**config.mk**
```make
export PLATFORM = sky130hd
export DESIGN_NAME = fpa_div_cell
export DESIGN_NICKNAME = d
export VERILOG_FILES = /design/src/rtl/fpa_pkg.sv /design/src/rtl/fpa_div_cell.sv
export SDC_FILE = /design/constraint.sdc
export NUM_CORES = 1
export LEC_CHECK = 0
export BUFFER_PORTS_ARGS = -buffer_cell sky130_fd_sc_hd__buf_4
export CAP_MARGIN = 20
export CORE_AREA = 5 5 131 133
export DETAILED_ROUTE_END_ITERATION = 8
export DIE_AREA = 0 0 136 138
export PLACE_DENSITY = 0.72
export SKIP_CTS_REPAIR_TIMING = 1
export SYNTH_ARGS = -nofsm -noshare
export SYNTH_HDL_FRONTEND = slang
export SYNTH_SLANG_ARGS = --single-unit
```
**constraint.sdc**
```tcl
create_clock -name clk -period 0.8 [get_ports clk]
set_input_delay 0.04 -clock clk [delete_from_list [all_inputs] [get_ports clk]]
set_output_delay 0.04 -clock clk [all_outputs]
set_load 0.01 [all_outputs]
```
**src/rtl/fpa_pkg.sv**
```systemverilog
// Shared constants, command codes and pipeline types for the Q24.8 fixed-point ALU.
package fpa_pkg;

	// Word format
	localparam int FRAC_BITS = 8;
	localparam int W         = 32;

	// Command codes
	localparam logic [2:0] CMD_ADD = 3'd0;
	localparam logic [2:0] CMD_SUB = 3'd1;
	localparam logic [2:0] CMD_MUL = 3'd2;
	localparam logic [2:0] CMD_DIV = 3'd3;
	localparam logic [2:0] CMD_MIN = 3'd4;
	localparam logic [2:0] CMD_MAX = 3'd5;
	localparam logic [2:0] CMD_INC = 3'd6;

	// Saturation limits
	localparam logic [W-1:0] WORD_MAX = {1'b0, {(W-1){1'b1}}};
	localparam logic [W-1:0] WORD_MIN = {1'b1, {(W-1){1'b0}}};

	// Three front stages, one divider cell per quotient bit, one output stage
	localparam int LATENCY = 3 + W + 1;

	// Per-word side information carried alongside the divider datapath
	typedef struct packed {
		logic [2:0]   cmd;
		logic         lt;
		logic         eq;
		logic         gt;
		logic         neg;
		logic         dz;
		logic [W-1:0] alu_res;
		logic         alu_ovf;
		logic [W-1:0] mul_mag;
		logic         mul_hi;
		logic         div_hi;
	} side_t;

endpackage

```
**src/rtl/fpa_div_cell.sv**
```systemverilog
// One restoring-division cell: produces one quotient bit and passes the word on.
module fpa_div_cell (
	input  logic                  clk,
	input  logic                  arst_n,
	input  logic                  in_valid,
	input  fpa_pkg::side_t        in_side,
	input  logic [fpa_pkg::W-1:0] in_rem,
	input  logic [fpa_pkg::W-1:0] in_nq,
	input  logic [fpa_pkg::W:0]   in_den,
	output logic                  out_valid,
	output fpa_pkg::side_t        out_side,
	output logic [fpa_pkg::W-1:0] out_rem,
	output logic [fpa_pkg::W-1:0] out_nq,
	output logic [fpa_pkg::W:0]   out_den
);

	logic [fpa_pkg::W:0] trial;
	logic                ge;
	logic [fpa_pkg::W:0] diff;

	logic                  valid_q;
	fpa_pkg::side_t        side_q;
	logic [fpa_pkg::W-1:0] rem_q, nq_q;
	logic [fpa_pkg::W:0]   den_q;

	// Shift next dividend bit into the partial remainder, subtract if it fits
	always_comb begin
		trial = {in_rem, in_nq[fpa_pkg::W-1]};
		ge    = trial >= in_den;
		diff  = ge ? trial - in_den : trial;
	end

	always_ff @(posedge clk or negedge arst_n) begin
		if (!arst_n)
			valid_q <= 1'b0;
		else
			valid_q <= in_valid;
	end

	// Remainder stays below the divisor, so it fits in W bits
	always_ff @(posedge clk) begin
		side_q <= in_side;
		rem_q  <= diff[fpa_pkg::W-1:0];
		nq_q   <= {in_nq[fpa_pkg::W-2:0], ge};
		den_q  <= in_den;
	end

	assign out_valid = valid_q;
	assign out_side  = side_q;
	assign out_rem   = rem_q;
	assign out_nq    = nq_q;
	assign out_den   = den_q;

endmodule

```
# After elaboration in Yosys (flattened, before gate mapping)
# Cells that the tools add are included.
# totals
rom_bits	0
in_bits	175
output_inout_bits	173
wordCells	18
ramBits	0
memories	0
regBits	173
latchBits	0
# op_classes
shift	0
n_div	0
n_eq_ne	0
n_lt_le_gt_ge	1
muxes	1
n_mul	0
addsub	1
n_bitwise	0
n_reduce_logical	0
# ops
operator	n
33-bit greater-or-equal comparator	1
32-bit 2-to-1 mux	1
32-bit subtractor	1

# Longest topological paths before layout
# depth
depth_word	2
ltp_mapped	14
mapped_depth_nobuf	11

# Worst setup path after synthesis
# Ideal clock, no wire load.
# synth_path
path_kind	input -> register
startpoint	in in_den[20] in the netlist's numbering
endpoint	reg rem_q, in the netlist out_rem[10]
t_arrival_ns	2.352
slack_ns	-1.673
t_required_ns	0.679
path_buffers	3
setup_ns	0.121
path_stages	13
cell_sequence	inv_1 ha_1 buf_6 a21o_1 o21bai_1 a211oi_1 o21bai_1 a21o_1 o31ai_4 o221a_1 buf_6 buf_12 mux2_4
# synth_via
elab_chain_cells	2
# synth_lines
element	line_no	rtl
from (decl)	fpa_div_cell.sv:9	input logic [fpa_pkg::W:0] in_den,
33-bit greater-or-equal comparator	fpa_div_cell.sv:29	ge = trial >= in_den;
32-bit 2-to-1 mux	fpa_div_cell.sv:30	diff = ge ? trial - in_den : trial;
named net diff, one bit	fpa_div_cell.sv:19	logic [fpa_pkg::W:0] diff;
to (signal assigned)	fpa_div_cell.sv:43	rem_q <= diff[fpa_pkg::W-1:0];
to (decl)	fpa_div_cell.sv:23	logic [fpa_pkg::W-1:0] rem_q, nq_q;
# The timed path passes the listed nets, and every way through them passes these cells.

# Worst setup path after layout
# layout_path
startpoint	in in_rem[19] in the netlist's numbering
endpoint	reg rem_q, in the netlist out_rem[1]
# layout_via
elab_chain_cells	2
# layout_lines
element	line_no	rtl
from (decl)	fpa_div_cell.sv:7	input logic [fpa_pkg::W-1:0] in_rem,
33-bit greater-or-equal comparator	fpa_div_cell.sv:29	
32-bit 2-to-1 mux	fpa_div_cell.sv:30	
named net diff, one bit	fpa_div_cell.sv:19	
# The timed path passes the listed nets, and every way through them passes these cells.

==> results.md <==
* Critical Path RT at between 1 and 1.5 ns
* Total design power at 25.7 mW
* Setup CP Type: in2reg
* Number of global-route vias before repair at 5984
* Total number of vias at about 7000
* Seq/Total Area, Yosys at 0.569
* Clk root buf: clkbuf_16
* Status: complete, but fails checks
* Area Overhead vs Synth at 118%
* Highest clock rate at 470 MHz
* Critical path, cell by cell: buf_6, ha_4, a21o_1, o21bai_1, a211oi_1, o21bai_1, a21o_1, o31ai_4, o221a_4, buf_6, buf_6, mux2i_1
* Drt drc at 0
* Slew HR at 0.659
* Final worst-path cycle share at 2.66
* EDFF count, synth at 0
* Detailed Route Iter0 Violations at 360
* Slew @ Worst Pin at 0.498 ns
* Share of the synthesized area in the top cell type at 0.565
* Minimum clock period at between 2 and 2.5 ns
* Power per cell area at 1930 nW/um^2
* Fin area at 13300 sq um
* WP data arrival at ~2.5 ns
* Port bufs at 347
* Slowest CP cell: o221a_4
* Synth area leader: dfxtp_1
* Peak supply drop at 0.00193 V
* CTS HTree Levels at 4
* Share of cells above drive strength 1 at 0.621
* Fin Setup TNS at -60.78 ns
* CP max stage delay at between 0.3 and 0.4 ns
* MaxCap Viol Count at 0
* RePlAce Congestion at 0.921
* Warning count from the yosys run at 0
* Die height at 138 um
* Largest cells by area after synthesis: dfxtp_1, ha_1, mux2_4
* Starting Density at 0.388
* Die W at roughly 140 um
* Seq cells post-synth at 173
* Total gr overflow at 0
* Num rows at 46
* Synth Instances at 532
* Failing checks: hold timing, setup timing
* CTS Buf Count at 17
* Pre-CTS WS at -1.74 ns
* Initial antenna violation count at 3
* Number of endpoints failing setup at the final stage at 206
* Via-per-instance ratio at 4.84
* Global-route wire length before repair at around 34000 um
* CP startpoint kind: input port
* Async SR Flop Fraction at 0.00578
* Worst Path Buf+Inv at 3
* Syn nets at 741
* Die ar. at 18800 sq um
* Post-DR wirelength/cell at 22.5 um
* Syn avg cell area at 11.5 sq um
* Worst Slack Setup Final at -1.33 ns
* IO Pins at 348
* Clock tree buffer depth at 2
* Crit-path max FO at 6
* Post-layout util at 0.846
* Clock-pin slew on the worst setup and hold paths at 0.07 ns
* Maximum number of pins on one net before global-route repair at 21
* Yosys cell types at 53
* Unrepaired setup endpoints after global routing: yes
* Drt pass-1 iters at 5
* DPL Wire Length at between 15000 and 20000 um
* Placed cell area at 9900 sq um
* CTS tree: yes
* Post-synth top flop: dfxtp_1
* Final hold slack at -0.257 ns
* Crit path max-delay family: compound AO/OA/AOI/OAI gates
* Global-route usage over all layers at 0.235
* Nets at roughly 1400
* Crit. End Element: flop
* Post-Route WL at 32100 um
* Fin. Hold Viols at 2
* Leakage power at 6.34 nW
* CTS Sinks at roughly 170
* Final slew viol count at 0
* Synth Cell Area at 6090 sq um
* Core area at around 16000 sq um
* CP most frequent cell: buf_6
* Worst hold path type: in2reg
* Antenna Violating Nets Remaining at 0
* Filler instances at roughly 740
-- state kept, by name, indices dropped and copies added (netlist names) --
register	cells
out_side	75
out_den	33
out_nq	32
out_rem	32
out_valid	1
-- power breakdown --
group	internal, mW	switching, mW
logic	4.27	2.89
registers	9.43	0.400
clock network	4.58	4.15
total	18.3	7.44
-- cell usage in the layout, fill, tap and decap left out, drive strengths merged, types with 3 or more instances in the layout --
cell type    netlist  final
a2111oi            4      4
o21bai             4      4
mux2              28     28
o31ai              5      5
nor3               5      5
and3               5      5
nand3              8      8
nor2b              6      6
xnor2             17     17
dfxtp            172    172
diode              0      4
nand2             29     29
nor2              24     24
xor2               8      8
o21ai             20     20
ha                33     33
a211oi             5      5
mux2i              4      4
a21oi             34     34
nand4             10     10
buf               13    487
a31oi              4      4
or2                3      3
clkbuf             8     20
nor4               3      3
dlygate4sd3        0    171
inv               38     48
o21a               8      8
a21o              14     14
-- worst paths after layout --
check / start / endpoint / slack (ns) / depth (start not counted)
worst max-delay path: in_rem[19] / out_rem[1] / -1.33 / 12
worst min-delay path: in_den[0] / out_den[0] / -0.26 / 1
max in group asynchronous: arst_n / out_valid / 0.20 / 3
min in group asynchronous: arst_n / out_valid / 0.49 / 3
-- final cells by class --
cell class | count | area (sq um) | share of cell area
Clock inverter | 14 | 165 | 0.0124
Clock buffer | 18 | 439 | 0.0330
Inverter | 38 | 160 | 0.0120
Timing Repair Buffer | 660 | 6110 | 0.460
Multi-Input combinational cell | 300 | 2460 | 0.185
Antenna cell | 4 | 10.0 | 0.000753
Tap cell | 216 | 270 | 0.0203
Sequential cell | 173 | 3680 | 0.277
-- synth_stat cells (all sizes together), types with 5 or more instances --
cell type	count
dfxtp	172
clkbuf	8
o21a	8
nor3	5
nand3	8
o21ai	20
a21o	14
nor2	24
buf	13
xor2	8
nor2b	6
o31ai	5
nand4	10
ha	33
nand2	29
and3	5
a211oi	5
xnor2	17
a21oi	34
mux2	28
inv	38
-- per-stage QoR --
stage	hold WS (ns)	instances
6_report	-0.257	1423
5_1_grt	-0.272	1421
4_1_cts	-0.657	1241
3_5_place_dp	-0.184	1209
3_3_place_gp	-0.184	1209
2_1_floorplan	-0.256	532
-- per-layer routing --
| layer | part of all wire | global-route usage | up-vias | routed length (um) |
|---|---|---|---|---|
| met4 | 0.055 | 0.0690 | 0 | 1770 |
| met1 | 0.36 | 0.249 | 3305 | 11600 |
| li1 | - | - | 3162 | - |
| met3 | 0.065 | 0.0849 | 86 | 2080 |
| met2 | 0.52 | 0.431 | 340 | 16600 |
| met5 | 0 | 0 | - | 0 |
-- cells by family (layout without fill, tap and decap cells) --
logic type                 after synthesis  after routing  synth area share
AOI/OAI and AO/OA                      111            111             0.122
xor gates and xnor gates                25             25            0.0359
adders and majority gates               34             34            0.0711
and+or+nand+nor                         98             98            0.0780
buffers and inverters                   59            730            0.0503
muxes                                   32             32            0.0737
DFF                                    173            173             0.569
other                                    0              4                 0
Note: power is estimated with default switching activity, not from simulation.
