===== src/rtl/fpa_pkg.sv =====
// Shared constants, command codes and pipeline types for the Q24.8 fixed-point ALU.
package fpa_pkg;

	// Word format
	localparam int FRAC_BITS = 8;
	localparam int W         = 32;

	// Command codes
	localparam logic [2:0] CMD_ADD = 3'd0;
	localparam logic [2:0] CMD_SUB = 3'd1;
	localparam logic [2:0] CMD_MUL = 3'd2;
	localparam logic [2:0] CMD_DIV = 3'd3;
	localparam logic [2:0] CMD_MIN = 3'd4;
	localparam logic [2:0] CMD_MAX = 3'd5;
	localparam logic [2:0] CMD_INC = 3'd6;

	// Saturation limits
	localparam logic [W-1:0] WORD_MAX = {1'b0, {(W-1){1'b1}}};
	localparam logic [W-1:0] WORD_MIN = {1'b1, {(W-1){1'b0}}};

	// Three front stages, one divider cell per quotient bit, one output stage
	localparam int LATENCY = 3 + W + 1;

	// Per-word side information carried alongside the divider datapath
	typedef struct packed {
		logic [2:0]   cmd;
		logic         lt;
		logic         eq;
		logic         gt;
		logic         neg;
		logic         dz;
		logic [W-1:0] alu_res;
		logic         alu_ovf;
		logic [W-1:0] mul_mag;
		logic         mul_hi;
		logic         div_hi;
	} side_t;

endpackage


===== src/rtl/fpa_prep.sv =====
// Front stages: simple ops and flags, magnitudes, multiplier, division setup.
module fpa_prep (
	input  logic                     clk,
	input  logic                     arst_n,
	input  logic                     in_valid,
	input  logic [2:0]               command,
	input  logic signed [fpa_pkg::W-1:0] operand_a,
	input  logic signed [fpa_pkg::W-1:0] operand_b,
	output logic                     out_valid,
	output fpa_pkg::side_t           out_side,
	output logic [fpa_pkg::W-1:0]    out_rem,
	output logic [fpa_pkg::W-1:0]    out_nq,
	output logic [fpa_pkg::W:0]      out_den
);

	logic                     lt, eq, gt, dz;
	logic [fpa_pkg::W:0]      sum_w, diff_w;
	logic [fpa_pkg::W-1:0]    mag_a, mag_b, alu_res;
	logic                     alu_ovf;
	fpa_pkg::side_t           side_new;
	fpa_pkg::side_t           side_mid;

	logic                     valid_s1, valid_s2, valid_s3;
	fpa_pkg::side_t           side_s1, side_s2, side_s3;
	logic [fpa_pkg::W-1:0]    mag_a_s1, mag_b_s1;
	logic [2*fpa_pkg::W-1:0]  prod_s2, num_s2;
	logic [fpa_pkg::W:0]      den_s2, den_s3;
	logic [fpa_pkg::W-1:0]    rem_s3, nq_s3;
	logic [2*fpa_pkg::W-1:0]  rsum;

	// Compare, add/sub with one guard bit, magnitudes
	always_comb begin
		lt     = operand_a < operand_b;
		eq     = operand_a == operand_b;
		gt     = operand_a > operand_b;
		sum_w  = {operand_a[fpa_pkg::W-1], operand_a} + {operand_b[fpa_pkg::W-1], operand_b};
		diff_w = {operand_a[fpa_pkg::W-1], operand_a} - {operand_b[fpa_pkg::W-1], operand_b};
		mag_a  = operand_a[fpa_pkg::W-1] ? (~operand_a + 1'b1) : operand_a;
		mag_b  = operand_b[fpa_pkg::W-1] ? (~operand_b + 1'b1) : operand_b;
		dz     = (command == fpa_pkg::CMD_DIV) && (operand_b == '0);
	end

	// Simple-command results; x/0 is 0 for a zero dividend, else saturates by sign
	always_comb begin
		alu_res = '0;
		alu_ovf = 1'b0;
		case (command)
			fpa_pkg::CMD_ADD: begin
				alu_ovf = sum_w[fpa_pkg::W] != sum_w[fpa_pkg::W-1];
				alu_res = alu_ovf ? (sum_w[fpa_pkg::W] ? fpa_pkg::WORD_MIN : fpa_pkg::WORD_MAX)
					: sum_w[fpa_pkg::W-1:0];
			end
			fpa_pkg::CMD_SUB: begin
				alu_ovf = diff_w[fpa_pkg::W] != diff_w[fpa_pkg::W-1];
				alu_res = alu_ovf ? (diff_w[fpa_pkg::W] ? fpa_pkg::WORD_MIN : fpa_pkg::WORD_MAX)
					: diff_w[fpa_pkg::W-1:0];
			end
			fpa_pkg::CMD_DIV: begin
				if (operand_a == '0)
					alu_res = '0;
				else
					alu_res = operand_a[fpa_pkg::W-1] ? fpa_pkg::WORD_MIN : fpa_pkg::WORD_MAX;
			end
			fpa_pkg::CMD_MIN: alu_res = lt ? operand_a : operand_b;
			fpa_pkg::CMD_MAX: alu_res = gt ? operand_a : operand_b;
			fpa_pkg::CMD_INC: begin
				alu_ovf = operand_a == fpa_pkg::WORD_MAX;
				alu_res = alu_ovf ? fpa_pkg::WORD_MAX : operand_a + 1'b1;
			end
			default: alu_res = '0;
		endcase
	end

	always_comb begin
		side_new         = '0;
		side_new.cmd     = command;
		side_new.lt      = lt;
		side_new.eq      = eq;
		side_new.gt      = gt;
		side_new.neg     = operand_a[fpa_pkg::W-1] ^ operand_b[fpa_pkg::W-1];
		side_new.dz      = dz;
		side_new.alu_res = alu_res;
		side_new.alu_ovf = alu_ovf;
	end

	// Round-half-up on the product magnitude: ties away from zero once sign applied
	assign rsum = prod_s2 + ((2*fpa_pkg::W)'(1) << (fpa_pkg::FRAC_BITS - 1));

	// s3 side info: scaled product and quotient range check
	always_comb begin
		side_mid         = side_s2;
		side_mid.mul_mag = rsum[fpa_pkg::FRAC_BITS+fpa_pkg::W-1:fpa_pkg::FRAC_BITS];
		side_mid.mul_hi  = |rsum[2*fpa_pkg::W-1:fpa_pkg::FRAC_BITS+fpa_pkg::W];
		side_mid.div_hi  = {1'b0, num_s2[2*fpa_pkg::W-1:fpa_pkg::W]} >= den_s2;
	end

	// Valid pipe
	always_ff @(posedge clk or negedge arst_n) begin
		if (!arst_n) begin
			valid_s1 <= 1'b0;
			valid_s2 <= 1'b0;
			valid_s3 <= 1'b0;
		end else begin
			valid_s1 <= in_valid;
			valid_s2 <= valid_s1;
			valid_s3 <= valid_s2;
		end
	end

	// Data pipe
	always_ff @(posedge clk) begin
		// s1: operands in magnitude form
		side_s1  <= side_new;
		mag_a_s1 <= mag_a;
		mag_b_s1 <= mag_b;
		// s2: product, dividend 2*(|a|<<F)+|b| and divisor 2*|b|
		side_s2  <= side_s1;
		prod_s2  <= mag_a_s1 * mag_b_s1;
		num_s2   <= ({{fpa_pkg::W{1'b0}}, mag_a_s1} << (fpa_pkg::FRAC_BITS + 1))
			+ {{fpa_pkg::W{1'b0}}, mag_b_s1};
		den_s2   <= {mag_b_s1, 1'b0};
		// s3: scaled product, quotient range check, divider seed
		side_s3  <= side_mid;
		rem_s3   <= num_s2[2*fpa_pkg::W-1:fpa_pkg::W];
		nq_s3    <= num_s2[fpa_pkg::W-1:0];
		den_s3   <= den_s2;
	end

	assign out_valid = valid_s3;
	assign out_side  = side_s3;
	assign out_rem   = rem_s3;
	assign out_nq    = nq_s3;
	assign out_den   = den_s3;

endmodule


===== config.mk =====
export PLATFORM = sky130hd
export DESIGN_NAME = fpa_prep
export DESIGN_NICKNAME = d
export VERILOG_FILES = /design/src/rtl/fpa_pkg.sv /design/src/rtl/fpa_prep.sv
export SDC_FILE = /design/constraint.sdc
export NUM_CORES = 2
export LEC_CHECK = 0
export BUFFER_PORTS_ARGS = -buffer_cell sky130_fd_sc_hd__buf_2
export CORE_MARGIN = 2
export CORE_UTILIZATION = 48
export CTS_BUF_LIST = sky130_fd_sc_hd__clkbuf_16
export CTS_CLUSTER_DIAMETER = 80
export DETAILED_ROUTE_END_ITERATION = 6
export PLACE_DENSITY = 0.75
export SLEW_MARGIN = 20
export SYNTH_ARGS = -nofsm -noshare
export SYNTH_HDL_FRONTEND = slang
export SYNTH_SLANG_ARGS = --single-unit
export TNS_END_PERCENT = 5

===== constraint.sdc =====
create_clock -name clk -period 8.1 [get_ports clk]
set_input_delay 2.43 -clock clk [delete_from_list [all_inputs] [get_ports clk]]
set_output_delay 2.43 -clock clk [all_outputs]
set_load 0.05 [all_outputs]

# Word level (Yosys, flattened, before mapping)
# Cells that the tools add are included.
[totals] mem_count=0 out_inout_bits=173 reg_bits=436 latch_bits=0 ramBits=0 rom_bits=0 input_bits=70 elab_cells=81
[op_classes] n_div=0 mul=1 n_reduce_logical=5 n_addsub=7 bitwise=3 n_lt_le_gt_ge=3 shifts=0 mux=13 eq_ne=9
[ops] op="32-bit two-way mux" count=9
[ops] op="32-bit one-hot mux with 6 select lines" count=1
[ops] op="32-bit by 1-bit adder with 32-bit output (second input constant)" count=3
[ops] op="64-bit by 8-bit adder with 64-bit output (second input constant)" count=1
[ops] op="32-bit zero test" count=2
[ops] op="32-bit by 32-bit multiplier with 64-bit output" count=1
[ops] op="32-bit NOT" count=2
[ops] op="31-bit two-way mux" count=2
[ops] op="41-bit by 32-bit adder with 42-bit output" count=1
[ops] op="32-bit by 32-bit adder with 33-bit output" count=1
[ops] op="10-bit by 33-bit greater-or-equal comparator with 1-bit output" count=1
[ops] op="32-bit by 32-bit subtractor with 33-bit output" count=1
[ops] op="32-bit by 31-bit equality test with 1-bit output (second input constant)" count=1
[ops] op="32-bit equality test" count=1
[ops] op="32-bit > comparator" count=1
[ops] op="32-bit < comparator" count=1
[ops] op="24-bit OR reduction" count=1
[ops] op="3-bit equality test (second input constant)" count=3
[ops] op="3-bit by 1-bit equality test with 1-bit output (second input constant)" count=1
[ops] op="3-bit by 2-bit equality test with 1-bit output (second input constant)" count=1
[ops] op="3-bit zero test" count=1
[ops] op="1-bit one-hot mux with 3 select lines" count=1
[ops] op="1-bit != test" count=2
[ops] op="1-bit logical AND" count=1
[ops] op="1-bit XOR" count=1

# Logic depth before layout (Yosys ltp)
[logic_depth] word_depth=4 ltp_mapped=30 depth_no_buf=28

# Worst setup path before layout
# OpenSTA, ideal clock, no wires.
[synth_timing] path_kind="register to register" from="reg mag_a_s1[23] (netlist name)" to="reg prod_s2[61] (netlist name)" stages_incl_launch_ff=26 required_time_ns=8.042 arrival_ns=7.200 n_path_buf=3 synth_period_minus_slack_ns=7.258 setup_ns=0.058 setup_slack_ns=0.842 path_cell_list="dfxtp_1 -> clkbuf_1 -> clkbuf_1 -> and2_1 -> fa_1 -> fa_1 -> fa_1 -> inv_1 -> fa_1 -> inv_1 -> fa_1 -> fa_1 -> fa_1 -> fa_1 -> ha_1 -> clkbuf_1 -> a21o_1 -> a21o_1 -> a21oi_1 -> nand3_1 -> o2111ai_1 -> o211ai_1 -> and2_1 -> a311o_1 -> nor4b_1 -> a211o_1"
[synth_between] elab_chain_len=1
[synth_lines] element="start: declaration" line="fpa_prep.sv:25" source="logic [fpa_pkg::W-1:0] mag_a_s1, mag_b_s1;"
[synth_lines] element="start signal: assignment" line="fpa_prep.sv:114" source="mag_a_s1 <= mag_a;"
[synth_lines] element="32-bit by 32-bit multiplier with 64-bit output" line="fpa_prep.sv:118" source="prod_s2 <= mag_a_s1 * mag_b_s1;"
[synth_lines] element="end signal: assignment" line="fpa_prep.sv:118"
[synth_lines] element="end: declaration" line="fpa_prep.sv:26" source="logic [2*fpa_pkg::W-1:0] prod_s2, num_s2;"
# No other way between the ends.
# A chain may end at the register's enable or synchronous reset.

# Worst setup path after layout
[layout_timing] from="reg mag_a_s1[30] (netlist name)" to="reg prod_s2[61] (netlist name)"
# Same word-level chain as after synthesis.

==> metrics.cfg <==
[final_layout]
fin_nets = 7011
drive_gt1_share_pct = 9.69
fillers = 9441
final_cell_mix = 961 x inv_1, 898 x fa_1, 608 x and2_1, 567 x nand2_1, 396 x dfxtp_1
area_growth_pct = 10.4
layout.cells.most_common = inv_1
post-route-util_pct = 53.2
design_area_sq_mm = 0.0558

[critical_path]
rrSetupSlack_ps = 300
r2r-end = prod_s2[61]
crit_arrival_ps = 8370
cp_max_fo = 21
worst_setup_path_end_kind = flip-flop
r2r_start = mag_a_s1[30]
critPathMostFrequentCell = fa_1
startpoint_type = flip-flop
reg2regPathDepth = 27
crit_type = flip-flop to flip-flop
required_ps = 8670
cp_slowest_cell = dfxtp_1
max_stage_delay_ps = 680

[timing]
setup_ws_ps = 301
rsz0062_at_grt = true
fin_worst_skew_ps = 27.1
finalSetupViolations = 0
slew_violations = 0
hold_ws_ps = 327
timing_worst_slew_pin_value_ps = 1160
hold_violations = 0
fin_crit_sh_pct = 96.3
maxSlewHeadroom_pct = 22.7
fmax_mhz = 128
layout_min_cycle_time_ps = 7800

[die]
dieArea_sq_mm = 0.108
core_region_area_sq_mm = 0.105
io_pins = 243
die_w_um = 328
row_count = 119
die_h_um = 328
start_util_pct = 48.2

[status]
violations = DRC
status = finished, violations left

[worst_hold_path]
min_from = num_s2[15]
whs_endpoint = out_nq[15]
min_path_type = flip-flop to flip-flop
holdPathStages = 0

[clock_tree]
h-tree-depth = 2
clkTransAtPathRegs_ps = 70
clk_latency_ps = 630
cts-root-buf = clkbuf_16
hold_buffers = 0
clock-sinks = 411
cts_tree = yes
clockBufferDepth = 3
cts_made_buffers = 47

[synth]
synth_area_leader_cell = fa_1
muxShareOfSynthArea_pct = 0.0668
synth_top_family_by_area = adder cells
synth.top_cell.area_share_pct = 35.6
ys_ff_latch = 411
yosysWarnings = 0
synthAdderAreaFrac_pct = 44.5
synth_top_flop_cell = dfxtp_1
yosysSeqAreaShare_pct = 16.3
avgSynthCellArea_sq_um = 9.20
synth_xor_area_share_pct = 4.28
async_flop_share_pct = 0.730
yosys.area_share.simple_pct = 17.4
netlist_top_cells_area = fa_1 36%, dfxtp_1 16%, ha_1 8.9%, and2_1 7.5%, inv_1 7.1%
syn_area_sq_mm = 0.0505
ys_types = 86
synth-compound-area-share_pct = 7.67
postSynthCellCount = 5496
synth_edf_count = 0

[place]
place_area_sq_mm = 0.0541
place_congestion = 0.964
dpl.hpwl_mm = 119
dp_slack_ps = 103
io_buffer_count = 219

[detailed_routing]
detail_route.iter0.violations = 3277
drt-vias-per-instance = 5.57
num_vias = 39600
wl_mm = 148
post-route-drc-count = 4
antenna_left = 0
wl_per_cell_um = 20.8
first_pass_iters = 7

[global_route]
antenna_found_initial = 6
grt_pass1_wl_mm = 232
grt_util_all_layers_pct = 27.6
grt_pass1_vias = 41100
grt-ovfl-total = 0
grt_start_max_net_pins = 42

[flow_run]
cap_viol_max_count = 0

[flip-flops by register name, indices dropped and copies added (netlist names)]
| register | flops |
|---|---|
| num_s2 | 42 |
| den_s2 | 23 |
| prod_s2 | 57 |
| valid_s2 | 1 |
| out_rem | 10 |
| mag_a_s1 | 32 |
| side_mid | 41 |
| out_side | 75 |
| valid_s1 | 1 |
| out_den | 23 |
| out_valid | 1 |
| mag_b_s1 | 32 |
| side_s1 | 41 |
| out_nq | 32 |
[cells in the mapped netlist (all sizes together), types with 26 or more instances]
cell	instances
nor2	154
or3	26
dfxtp	408
nor3	39
o31ai	39
ha	360
and3	37
xor2	57
and2	610
nand3	77
buf	56
xnor2	189
clkbuf	259
a21oi	144
inv	959
nor4	26
nand4	64
o21ai	176
nand2	567
nor2b	27
a21o	39
fa	898
[critical path, delay by kind of cell, from the launching register on]
| kind | cells | cell delay (ps) |
|---|---|---|
| buffers and inverters | 7 | 930 |
| flip-flops | 1 | 680 |
| adder cells (fa/ha/maj) | 9 | 4010 |
| AND/OR/NAND/NOR | 5 | 880 |
| AO/OA/AOI/OAI | 6 | 1210 |
[cells by family after synthesis]
kind of cell,count (synthesis)
AOI/OAI and AO/OA,602
buffers and inverters,1275
other,1
muxes,3
adders and majority gates,1259
DFF,411
xor gates and xnor gates,246
and+or+nand+nor,1699
[cell type report]
type,count,area (sq um),share of cell area [%]
diodes,4,10.0,0.0179
clock buffers,48,1200,2.15
clock inverters,38,423,0.758
inverters,960,3600,6.46
multi-input cells,3832,37500,67.1
flip-flops and latches,411,8260,14.8
well taps,1391,1740,3.12
repair buffers,431,3100,5.55
[worst max-delay path by stage]
stage	start	endpoint	slack [ps]	cells past startpoint
final	mag_a_s1[30]	prod_s2[61]	300	27
after global routing	mag_b_s1[5]	prod_s2[61]	-20	29
after CTS	mag_b_s1[15]	prod_s2[61]	70	26
after detailed placement	mag_a_s1[5]	prod_s2[49]	100	28
after global placement	mag_a_s1[5]	prod_s2[49]	250	30
after floorplan	mag_a_s1[23]	prod_s2[61]	840	25
[stage by stage]
stage               setup TNS [ps]  instances
floorplan                        0       5518
global placement                 0       7024
detailed placement               0       7025
CTS                              0       7111
global route                 -20.0       7114
finish                           0       7115
[metal layers]
metal  global-route usage [%]  wire [um]  vias up
met1                     36.2      59200    19900
met4                     11.4       6680        4
met3                     5.68      13000      424
met2                     44.6      68700     1895
met5                        0         26        -
li1                         -          -    17400
[what timing repair did]
| action | CTS | global route |
|---|---|---|
| resized for setup | 0 | 16 |
| setup endpoints to repair | 0 | 22 |
| setup buffers | 0 | 0 |
Power is left out: the tool's default activity adds up to more than one toggle a clock period on the data nets, which glitch-free logic cannot reach.
